**src/rtl/sorted_priority_task_queue_assert.svh**
```systemverilog
// ----------------------------------------------------------------------------
// sorted_priority_task_queue_assert.svh
// Assertion macros used by the sorted priority task queue RTL.
// ----------------------------------------------------------------------------
`ifndef SORTED_PRIORITY_TASK_QUEUE_ASSERT_SVH
`define SORTED_PRIORITY_TASK_QUEUE_ASSERT_SVH

// property that must hold in the same cycle as its trigger
`define SPQ_ASSERT_SAME(lbl, trig, prop, msg) \
	lbl: assert property (@(posedge clk) disable iff (!arst_n) (trig) |-> (prop)) \
		else $error(msg);

// property that must hold in the cycle after its trigger
`define SPQ_ASSERT_NEXT(lbl, trig, prop, msg) \
	lbl: assert property (@(posedge clk) disable iff (!arst_n) (trig) |=> (prop)) \
		else $error(msg);

`endif

```
**src/rtl/spq_pkg.sv**
```systemverilog
// ----------------------------------------------------------------------------
// spq_pkg
// Request and status codes and default sizes of the sorted priority task queue.
// ----------------------------------------------------------------------------
package spq_pkg;

	// default sizes
	localparam int DEPTH_DEF     = 16;
	localparam int ID_BITS_DEF   = 16;
	localparam int PRIO_BITS_DEF = 8;

	// request codes
	typedef enum logic [1:0] {
		REQ_ADD     = 2'd0,
		REQ_RM_HIGH = 2'd1,
		REQ_RM_ID   = 2'd2,
		REQ_LIST    = 2'd3
	} req_t;

	// result status codes
	typedef enum logic [1:0] {
		ST_OK        = 2'd0,
		ST_EMPTY     = 2'd1,
		ST_NOT_FOUND = 2'd2,
		ST_FULL      = 2'd3
	} status_t;

endpackage

```
**src/rtl/spq_mem.sv**
```systemverilog
// ----------------------------------------------------------------------------
// spq_mem
// Entry store of the task queue: one write port, one read port, registered
// read data.
// ----------------------------------------------------------------------------
module spq_mem #(
	parameter int DEPTH = spq_pkg::DEPTH_DEF,
	parameter int WIDTH = spq_pkg::ID_BITS_DEF + spq_pkg::PRIO_BITS_DEF
) (
	input  logic                     clk,
	input  logic                     we,
	input  logic [$clog2(DEPTH)-1:0] waddr,
	input  logic [WIDTH-1:0]         wdata,
	input  logic                     re,
	input  logic [$clog2(DEPTH)-1:0] raddr,
	output logic [WIDTH-1:0]         rdata
);

	logic [WIDTH-1:0] mem [DEPTH];

	// write port
	always_ff @(posedge clk) begin
		if (we) begin
			mem[waddr] <= wdata;
		end
	end

	// read port, data held while no read is issued
	always_ff @(posedge clk) begin
		if (re) begin
			rdata <= mem[raddr];
		end
	end

endmodule

```
**src/rtl/sorted_priority_task_queue.sv**
```systemverilog
// ----------------------------------------------------------------------------
// sorted_priority_task_queue
// Bounded task list kept in priority order, with add, remove-highest,
// remove-by-id and list requests.
// ----------------------------------------------------------------------------
// Requests are taken one at a time; in_stall is low only while no request is
// in work, and a new request may be taken while the previous result still
// waits at the output register. Entries live in a single-port-read,
// single-port-write memory, and every request that touches stored entries walks
// them one per cycle through a read / write-back pipe, a list only while the
// output is not stalled. An add walks from the tail down to its place, moving
// each lower-priority entry up one slot; remove by id walks the whole store,
// closing the gap behind the dropped entry, and remove-highest walks all but
// the head; a list gives one transaction per entry. Requests that need no walk
// (full, empty, first add, removal from a single-entry store) go straight to
// their result. The next request can be taken in the cycle after the last
// result transaction is loaded; output stalls hold a request in work longer.
// Equal priorities keep arrival order, and remove by id drops the first
// matching entry in stored order.
`include "sorted_priority_task_queue_assert.svh"

module sorted_priority_task_queue #(
	parameter int DEPTH     = spq_pkg::DEPTH_DEF,
	parameter int ID_BITS   = spq_pkg::ID_BITS_DEF,
	parameter int PRIO_BITS = spq_pkg::PRIO_BITS_DEF
) (
	input  logic                 clk,
	input  logic                 arst_n,
	// request channel
	input  logic                 in_valid,
	output logic                 in_stall,
	input  logic [1:0]           req_type,
	input  logic [ID_BITS-1:0]   task_id,
	input  logic [PRIO_BITS-1:0] priority_req,
	// result channel
	output logic                 out_valid,
	input  logic                 out_stall,
	output logic [1:0]           status,
	output logic [ID_BITS-1:0]   out_task_id,
	output logic [PRIO_BITS-1:0] out_priority,
	output logic                 last
);

	localparam int IDX_W = $clog2(DEPTH);
	localparam int CNT_W = $clog2(DEPTH + 1);
	localparam int ENT_W = ID_BITS + PRIO_BITS;

	typedef enum logic [1:0] {S_IDLE, S_WALK, S_INS, S_RESP} state_t;

	state_t                 state_q;
	spq_pkg::req_t          op_q;
	spq_pkg::status_t       res_status_q;
	logic [ID_BITS-1:0]     id_q;
	logic [PRIO_BITS-1:0]   pr_q;
	logic [CNT_W-1:0]       cnt_q;
	logic [IDX_W-1:0]       rd_idx_q;
	logic [CNT_W-1:0]       rem_q;
	logic                   found_q;
	logic                   vld_s1;
	logic [IDX_W-1:0]       idx_s1;
	logic                   last_s1;

	logic                   out_vld_q;
	spq_pkg::status_t       out_st_q;
	logic [ID_BITS-1:0]     out_id_q;
	logic [PRIO_BITS-1:0]   out_pr_q;
	logic                   out_last_q;

	logic                   in_fire;
	logic                   out_free;
	logic                   s1_take;
	logic                   s1_fire;
	logic                   add_place;
	logic                   rd_en;
	logic                   hit;
	logic [ENT_W-1:0]       rdata_s1;
	logic [ID_BITS-1:0]     rd_id;
	logic [PRIO_BITS-1:0]   rd_pr;

	logic                   we;
	logic [IDX_W-1:0]       waddr;
	logic [ENT_W-1:0]       wdata;

	logic                   out_load;
	spq_pkg::status_t       out_st_d;
	logic [ID_BITS-1:0]     out_id_d;
	logic [PRIO_BITS-1:0]   out_pr_d;
	logic                   out_last_d;

	// handshake and walk pacing
	assign in_stall = (state_q != S_IDLE);
	assign in_fire  = in_valid && !in_stall;
	assign out_free = !out_vld_q || !out_stall;
	assign s1_take  = (op_q != spq_pkg::REQ_LIST) || out_free;
	assign s1_fire  = (state_q == S_WALK) && vld_s1 && s1_take;
	assign rd_en    = (state_q == S_WALK) && (rem_q != '0) && (!vld_s1 || s1_take);

	// fields of the entry read back
	assign rd_id = rdata_s1[ENT_W-1:PRIO_BITS];
	assign rd_pr = rdata_s1[PRIO_BITS-1:0];
	assign hit   = (op_q == spq_pkg::REQ_RM_ID) && (rd_id == id_q);

	// add has found its place, any read ahead is dropped
	assign add_place = s1_fire && (op_q == spq_pkg::REQ_ADD) && (rd_pr >= pr_q);

	spq_mem #(
		.DEPTH (DEPTH),
		.WIDTH (ENT_W)
	) u_mem (
		.clk   (clk),
		.we    (we),
		.waddr (waddr),
		.wdata (wdata),
		.re    (rd_en),
		.raddr (rd_idx_q),
		.rdata (rdata_s1)
	);

	// write-back: shift entries up on add, down on remove, place new task
	always_comb begin
		we    = 1'b0;
		waddr = '0;
		wdata = {id_q, pr_q};
		if (in_fire && (spq_pkg::req_t'(req_type) == spq_pkg::REQ_ADD) && (cnt_q == '0)) begin
			we    = 1'b1;
			wdata = {task_id, priority_req};
		end else if (state_q == S_INS) begin
			we = 1'b1;
		end else if (s1_fire) begin
			case (op_q) inside
				spq_pkg::REQ_ADD: begin
					we    = 1'b1;
					waddr = idx_s1 + 1'b1;
					if (rd_pr < pr_q) begin
						wdata = rdata_s1;
					end
				end
				spq_pkg::REQ_RM_HIGH, spq_pkg::REQ_RM_ID: begin
					if (found_q) begin
						we    = 1'b1;
						waddr = idx_s1 - 1'b1;
						wdata = rdata_s1;
					end
				end
				default: begin
				end
			endcase
		end
	end

	// next output transaction
	always_comb begin
		out_load   = 1'b0;
		out_st_d   = res_status_q;
		out_id_d   = '0;
		out_pr_d   = '0;
		out_last_d = 1'b1;
		if ((state_q == S_RESP) && out_free) begin
			out_load = 1'b1;
		end else if (s1_fire && (op_q == spq_pkg::REQ_LIST)) begin
			out_load   = 1'b1;
			out_st_d   = spq_pkg::ST_OK;
			out_id_d   = rd_id;
			out_pr_d   = rd_pr;
			out_last_d = last_s1;
		end
	end

	// request sequencer, read pipe and output register
	always_ff @(posedge clk or negedge arst_n) begin
		if (!arst_n) begin
			state_q   <= S_IDLE;
			cnt_q     <= '0;
			rem_q     <= '0;
			found_q   <= 1'b0;
			vld_s1    <= 1'b0;
			out_vld_q <= 1'b0;
		end else begin
			// output register
			if (out_load) begin
				out_vld_q  <= 1'b1;
				out_st_q   <= out_st_d;
				out_id_q   <= out_id_d;
				out_pr_q   <= out_pr_d;
				out_last_q <= out_last_d;
			end else if (!out_stall) begin
				out_vld_q <= 1'b0;
			end

			// read issue and stage one
			if (rd_en) begin
				rd_idx_q <= (op_q == spq_pkg::REQ_ADD) ? rd_idx_q - 1'b1 : rd_idx_q + 1'b1;
				rem_q    <= rem_q - 1'b1;
				idx_s1   <= rd_idx_q;
				last_s1  <= (rem_q == CNT_W'(1));
			end
			if (rd_en && !add_place) begin
				vld_s1 <= 1'b1;
			end else if (s1_fire) begin
				vld_s1 <= 1'b0;
			end

			unique case (state_q)
				S_IDLE: begin
					if (in_fire) begin
						op_q    <= spq_pkg::req_t'(req_type);
						id_q    <= task_id;
						pr_q    <= priority_req;
						found_q <= 1'b0;
						unique case (spq_pkg::req_t'(req_type)) inside
							spq_pkg::REQ_ADD: begin
								if (cnt_q == CNT_W'(DEPTH)) begin
									res_status_q <= spq_pkg::ST_FULL;
									state_q      <= S_RESP;
								end else if (cnt_q == '0) begin
									cnt_q        <= CNT_W'(1);
									res_status_q <= spq_pkg::ST_OK;
									state_q      <= S_RESP;
								end else begin
									rd_idx_q <= IDX_W'(cnt_q - 1'b1);
									rem_q    <= cnt_q;
									state_q  <= S_WALK;
								end
							end
							spq_pkg::REQ_RM_HIGH: begin
								if (cnt_q == '0) begin
									res_status_q <= spq_pkg::ST_EMPTY;
									state_q      <= S_RESP;
								end else if (cnt_q == CNT_W'(1)) begin
									cnt_q        <= '0;
									res_status_q <= spq_pkg::ST_OK;
									state_q      <= S_RESP;
								end else begin
									// head is dropped: walk from slot one, moving down
									rd_idx_q <= IDX_W'(1);
									rem_q    <= cnt_q - 1'b1;
									found_q  <= 1'b1;
									state_q  <= S_WALK;
								end
							end
							spq_pkg::REQ_RM_ID, spq_pkg::REQ_LIST: begin
								if (cnt_q == '0) begin
									res_status_q <= spq_pkg::ST_EMPTY;
									state_q      <= S_RESP;
								end else begin
									rd_idx_q <= '0;
									rem_q    <= cnt_q;
									state_q  <= S_WALK;
								end
							end
							default: begin
							end
						endcase
					end
				end
				S_WALK: begin
					if (s1_fire) begin
						case (op_q) inside
							spq_pkg::REQ_ADD: begin
								if (rd_pr < pr_q) begin
									if (last_s1) begin
										state_q <= S_INS;
									end
								end else begin
									// new task placed behind this entry
									cnt_q        <= cnt_q + 1'b1;
									res_status_q <= spq_pkg::ST_OK;
									state_q      <= S_RESP;
								end
							end
							spq_pkg::REQ_RM_HIGH, spq_pkg::REQ_RM_ID: begin
								if (!found_q && hit) begin
									found_q <= 1'b1;
								end
								if (last_s1) begin
									if (found_q || hit) begin
										cnt_q        <= cnt_q - 1'b1;
										res_status_q <= spq_pkg::ST_OK;
									end else begin
										res_status_q <= spq_pkg::ST_NOT_FOUND;
									end
									state_q <= S_RESP;
								end
							end
							default: begin
								if (last_s1) begin
									state_q <= S_IDLE;
								end
							end
						endcase
					end
				end
				S_INS: begin
					cnt_q        <= cnt_q + 1'b1;
					res_status_q <= spq_pkg::ST_OK;
					state_q      <= S_RESP;
				end
				S_RESP: begin
					if (out_free) begin
						state_q <= S_IDLE;
					end
				end
				default: begin
					state_q <= S_IDLE;
				end
			endcase
		end
	end

	// result ports
	assign out_valid    = out_vld_q;
	assign status       = out_st_q;
	assign out_task_id  = out_id_q;
	assign out_priority = out_pr_q;
	assign last         = out_last_q;

	// checks
	`SPQ_ASSERT_SAME(a_idle_pipe_empty, !in_stall, !vld_s1, "read pipe busy while taking a request")
	`SPQ_ASSERT_SAME(a_full_status, out_load && (out_st_d == spq_pkg::ST_FULL), cnt_q == CNT_W'(DEPTH), "full status with free slots")
	`SPQ_ASSERT_NEXT(a_list_end, out_load && (op_q == spq_pkg::REQ_LIST) && (state_q == S_WALK) && out_last_d, state_q == S_IDLE, "list did not end on its last entry")
	`SPQ_ASSERT_NEXT(a_count_step, 1'b1, (cnt_q == $past(cnt_q)) || (cnt_q == $past(cnt_q) + 1'b1) || (cnt_q + 1'b1 == $past(cnt_q)), "entry count moved by more than one")

endmodule
```
**config.mk**
```make
export PLATFORM = sky130hd
export DESIGN_NAME = sorted_priority_task_queue
export DESIGN_NICKNAME = d
export VERILOG_FILES = /design/src/rtl/spq_pkg.sv /design/src/rtl/spq_mem.sv /design/src/rtl/sorted_priority_task_queue.sv
export VERILOG_INCLUDE_DIRS = /design/src /design/src/rtl
export SDC_FILE = /design/constraint.sdc
export NUM_CORES = 1
export LEC_CHECK = 0
export ABC_CLOCK_PERIOD_IN_PS = 5700
export BUFFER_PORTS_ARGS = -buffer_cell sky130_fd_sc_hd__buf_2
export CAP_MARGIN = 0
export CELL_PAD_IN_SITES_DETAIL_PLACEMENT = 1
export CELL_PAD_IN_SITES_GLOBAL_PLACEMENT = 2
export CORE_UTILIZATION = 30
export DETAILED_ROUTE_END_ITERATION = 7
export GPL_TIMING_DRIVEN = 0
export MAX_ROUTING_LAYER = met4
export PLACE_DENSITY = 0.59
export SLEW_MARGIN = 20
export SYNTH_ARGS = -nofsm -noshare
export SYNTH_HDL_FRONTEND = slang
export SYNTH_SLANG_ARGS = --single-unit
```
**constraint.sdc**
```tcl
create_clock -name clk -period 5.7 [get_ports clk]
set_input_delay 0.57 -clock clk [delete_from_list [all_inputs] [get_ports clk]]
set_output_delay 0.57 -clock clk [all_outputs]
set_load 0.01 [all_outputs]
```
== Word-level counts from Yosys, hierarchy flattened ==
Memory sizes are Yosys's and may differ from the RTL's. A register that Yosys moved wholly into a read port is not among the register bits.
Cells that the tools add are included.
Cells by class
  add/sub/neg operators: 7
  $lt $le $gt $ge: 2
  equal/unequal tests: 35
  muxes and demuxes: 98
  bitwise logic cells: 1
  reduce and logical (&&, ||, !) cells: 43
Operators with widths (number)
  24-bit 2-to-1 mux: 7
  5-bit 2-to-1 mux: 18
  4-bit 2-to-1 mux: 15
  2-bit 2-to-1 mux: 27
  5-bit one-hot mux with 3 select lines: 2
  3-bit != test, second input constant: 8
  1-bit 2-to-1 mux: 22
  2-bit one-hot mux with 3 select lines: 3
  16-bit == test: 1
  1-bit logical AND: 14
  2-bit == test, second input constant: 6
  4-bit one-hot mux with 3 select lines: 1
  12-bit AND reduction: 1
  6-bit AND reduction: 2
  11-bit AND reduction: 1
  5-bit by 1-bit == test with 1-bit output, second input constant: 2
  2-bit != test, second input constant: 5
  5-bit one-hot mux with 2 select lines: 1
  5-bit by 1-bit subtractor with 5-bit output, second input constant: 2
  4-bit by 1-bit adder with 4-bit output, second input constant: 2
  8-bit greater-or-equal comparator: 1
  8-bit less-than comparator: 1
  4-bit != test, second input constant: 2
  2-bit one-hot mux with 4 select lines: 1
  20 further kinds: 41
Word-level totals
  register bits after elaboration: 79
  memory bits (writable): 384
  bits of input ports: 30
  output and inout bits: 29
  logic and storage cells: 204
  memories kept: 1
Memories
  u_mem.mem: words 16, width 24, read ports 1, clocked after memory_dff 1, wr ports 1, RTL line spq_mem.sv:19  | logic [WIDTH-1:0] mem [DEPTH];

== Logic depth before layout (Yosys ltp) ==
  depth after elaboration: 11
  mapped depth: 11
  gate-level depth less buffers: 9

== Modules after synthesis ==
A second synthesis with hierarchy kept.
Second synthesis, totals
  cell total of the unflattened synthesis: 1123
  area, all modules: 20159.3 um2
Modules (own cells, without submodules)
  spq_mem: instances 1, cells an instance 636, area each 15170.8 um2
  sorted_priority_task_queue: instances 1, cells an instance 487, area each 4988.5 um2

== Worst setup path after synthesis ==
No wires, ideal clock.
  kind: register to register
  from: reg cnt_q[0]
  to: mem u_mem.mem[8][0] (netlist bit), enable pin
  arrival time: 3300 ps
  setup slack: 1995 ps
  stages on the path, launching flop included: 12
  clock period less this slack: 3705 ps
  path through: dfrtp_1 -> clkbuf_1 -> inv_1 -> ha_1 -> or4b_4 -> buf_6 -> or4_4 -> buf_6 -> nand2_8 -> or2_4 -> nand2_2 -> nor2_1
On the way
  cells in the longest elaborated chain, start to end: 5
  elaborated cells between the ends (all ways): 6
  classes of those cells: 4 x mux; 2 x reduce/logical
Ends and longest elaborated chain
  start, declared: RTL line sorted_priority_task_queue.sv:55  | logic [CNT_W-1:0] cnt_q;
  start signal, assigned: RTL line sorted_priority_task_queue.sv:266  | cnt_q <= cnt_q + 1'b1;
  start signal, assigned: RTL line sorted_priority_task_queue.sv:277  | cnt_q <= cnt_q - 1'b1;
  start signal, assigned: RTL line sorted_priority_task_queue.sv:294  | cnt_q <= cnt_q + 1'b1;
  5-bit zero test *: RTL line sorted_priority_task_queue.sv:124  | if (in_fire && (spq_pkg::req_t'(req_type) == spq_pkg::REQ_ADD) && (cnt_q == '0)) begin
  1-bit logical AND *: RTL line sorted_priority_task_queue.sv:124
  1-bit 2-to-1 mux: RTL line sorted_priority_task_queue.sv:124
  1-bit 2-to-1 mux: RTL line spq_mem.sv:23  | if (we) begin
  1-bit 2-to-1 mux (implied by the code): RTL line spq_mem.sv:24  | mem[waddr] <= wdata;
  end, declared: RTL line spq_mem.sv:19
Every way passes the cells marked *; elsewhere a longest branch is shown, timed or not.

== Worst setup path after layout ==
  from: reg cnt_q[0]
  to: mem u_mem.mem[4][8] (netlist bit) (data pin)
On the way
  cells in the longest elaborated chain, start to end: 3
Ends and longest elaborated chain
  5-bit zero test: RTL line sorted_priority_task_queue.sv:124
  1-bit logical AND: RTL line sorted_priority_task_queue.sv:124
  24-bit 2-to-1 mux: RTL line sorted_priority_task_queue.sv:124
  named net u_mem.wdata[8]: RTL line spq_mem.sv:13  | input logic [WIDTH-1:0] wdata,
The timed path passes the listed nets, and every way through them passes these cells.

==> qor.yml <==
grt:
  antenna_found_initial: 3
  gr-total-overflow: 0
  grt_pass1_wl_um: 83790
  grt_usage: 0.1777
  grt_pass1_vias: 11680
  grt_max_degree: 34
floorplan:
  start_util: 0.3055
  std_cell_rows: 94
  die_h_um: 261.9
  die_w_um: 261.9
  ios: 59
  dieArea_sq_um: 68580
  core_sq_um: 66330
sta:
  holdWs_ps: 141.7
  rsz0062_at_grt: "no"
  tightestPinTransition_ps: 1104
  fin_skew_ps: 45.16
  period_needed_ps: 4413
  min_period_over_period: 0.7742
  finalMaxSlewViolations: 0
  slew_headroom: 0.2640
  setup_viol: 0
  hold_violations: 0
  max_freq_ghz: 0.2266
pwr:
  p_leak_nw: 7.755
  peakVddDrop_mv: 0.2071
  power.total_mw: 7.499
  powerDensity_nw_per_um2: 310.6
logic_synthesis:
  ys_seq_elements: 487
  synth_top_area_share: 0.6995
  synth_area_leaders: "edfxtp_1 (70%), mux4_2 (13%), a21oi_1 (1.9%)"
  yosys.area.top_type: "edfxtp_1"
  syn_area_per_cell_sq_um: 18.11
  synthesis.area_sq_um: 20260
  synth_seq_area_share: 0.7180
  synth_cell_types: 65
  synthArstFlopShare: 0.03080
  syn_nets: 1176
  yosys_warnings: 0
  synth_edf_count: 472
  ys_dominant_reg_cell: "edfxtp_1"
  syn_inst: 1119
placement:
  hpwl_um: 38510
  dp.cells: 2064
  dpl_cell_area_sq_um: 22360
  portBuffers: 58
  gp_congestion: 0.7688
flow_run:
  max_cap_violations: 0
clocking:
  cts_tree: "done"
  postCtsResizedCells: 0
  clkLatencyLatePin_ps: 620
  cts_buffer_depth: 3
  cts_root_buffer: "clkbuf_16"
  cts.sinks: 487
  htree_levels: 2
  cts_buffers: 54
  clk_transition_reported_paths_ps: 60
detailed_routing:
  routed-via-count: 10970
  drt_iter0_drc: 879
  drt-total-wl_um: 57700
  routedWlPerCell_um: 26.68
  antenna_left: 0
  dr.pass1.iters: 5
  via_per_inst: 5.069
  drc: 0
finish:
  drive_gt1_frac: 0.2741
  nets: 1314
  fin_area_sq_um: 24150
  syn2layout_area_growth_pct: 19.17
  utilization: 0.3640
  antenna_cells: 0
  final_cells: 2163
status:
  status: "completed"
worst_setup_path:
  cp_max_fo: 16
  start_kind: "register"
  cp-end-kind: "register"
  cp_data_arrival_time_ps: 4670
  worst-setup-path-type: "reg2reg"
  required_ps: 5960
min_path:
  min_path_type: "in2reg"
==> layer usage <==
| metal | routed length, um | global-route usage |
|---|---|---|
| met1 | 26550 | 0.2390 |
| met2 | 27800 | 0.2835 |
| met5 | 0 | - |
| met3 | 2341 | 0.02633 |
| met4 | 1009 | 0.04264 |
==> worst max-delay path, stage by stage (launching register included) <==
cell and delay [ps]:
dfrtp_1 410, clkbuf_1 230, inv_1 150, ha_1 260
or4b_4 490, buf_6 150, nor2_1 670, clkbuf_1 730
a21oi_1 70, a21oi_1 900
==> cells by family (layout without fill, tap and decap cells) <==
family / count (synthesis) / after routing / synth area share
xor+xnor: 30 / 30 / 0.01297
simple gates: 218 / 218 / 0.05385
buf+inv: 82 / 262 / 0.01741
compound gates: 149 / 149 / 0.04446
fa+ha+maj: 27 / 27 / 0.01667
flops: 487 / 487 / 0.7180
mux: 126 / 126 / 0.1366
==> through the flow <==
stage	setup TNS, ps	setup slack (ps)
global placement	-21320	-770.2
finish	0	1287
CTS	0	1185
detailed placement	0	1187
floorplan	0	1995
global route	0	1041
==> layout by cell type (no fill, tap or decap), types with 8 or more instances in the layout <==
cell / count
and2_1: 27
nor2_4: 16
nor2_1: 44
xor2_1: 18
o21ai_0: 21
clkbuf_16: 55
a21oi_1: 60
edfxtp_1: 472
nor3_1: 20
clkinv_1: 12
a21oi_2: 18
ha_1: 27
mux4_2: 120
nand2_1: 55
inv_1: 24
buf_12: 9
xnor2_1: 12
buf_16: 14
clkinv_2: 10
buf_2: 73
dfrtp_1: 15
nand3_1: 8
clkbuf_1: 35
==> registers in the layout, summed over array words and instances (netlist names) <==
signal        flops
cnt_q             5
res_status_q      2
rd_idx_q          4
state_q           2
out_task_id      16
status            2
u_mem.rdata      24
out_priority      8
idx_s1            4
pr_q              8
rem_q             5
out_valid         1
last              1
vld_s1            1
id_q             16
found_q           1
last_s1           1
u_mem.mem       384
op_q              2
==> path summary, 6_finish.rpt <==
check / start / end / slack [ps] / cells after the start
max: cnt_q[0]$_DFFE_PN0P_ / u_mem.mem[4][8]$_DFFE_PP_ / 1290 / 9
min: priority_req[3] / pr_q[3]$_DFFE_PP_ / 140 / 1
max reg2reg: cnt_q[0]$_DFFE_PN0P_ / u_mem.mem[4][8]$_DFFE_PP_ / 1290 / 9
min reg2reg: rd_idx_q[3]$_DFFE_PP_ / idx_s1[3]$_DFFE_PP_ / 480 / 0
max in group asynchronous: arst_n / rem_q[2]$_DFF_PN0_ / 4770 / 2
min in group asynchronous: arst_n / cnt_q[3]$_DFFE_PN0P_ / 520 / 2
==> power by group <==
group          switching (mW)  total (mW)  internal [mW]
registers             0.00173        3.88           3.88
logic                   0.108       0.210          0.101
clock network            1.46        3.41           1.95
total                    1.57        7.50           5.93
==> final cells by class <==
cell class	count	area (sq um)
plain buffers	58	275.3
clock buffers	64	1410
clock inverters	34	310.3
fillers	6669	42190
inverters	24	90.09
multi-input cells	550	5565
flip-flops and latches	487	14550
well taps	864	1081
repair buffers	82	865.8
==> synth_stat cells (all sizes together) (15+ instances only) <==
cell type and number:
edfxtp 472, mux4 120, a21oi 78, nor2 60
nand2 59, buf 29, clkbuf 29, and2 27
ha 27, inv 24, o21ai 22, nor3 21
xor2 18, dfrtp 15
==> repair_timing <==
action | CTS | global route
buffers inserted | 0 | 0
setup endpoints to repair | 0 | 0
hold buffers | 1 | 0
hold endpoints to repair | 15 | 0
Note: power is estimated with default switching activity, not from simulation.
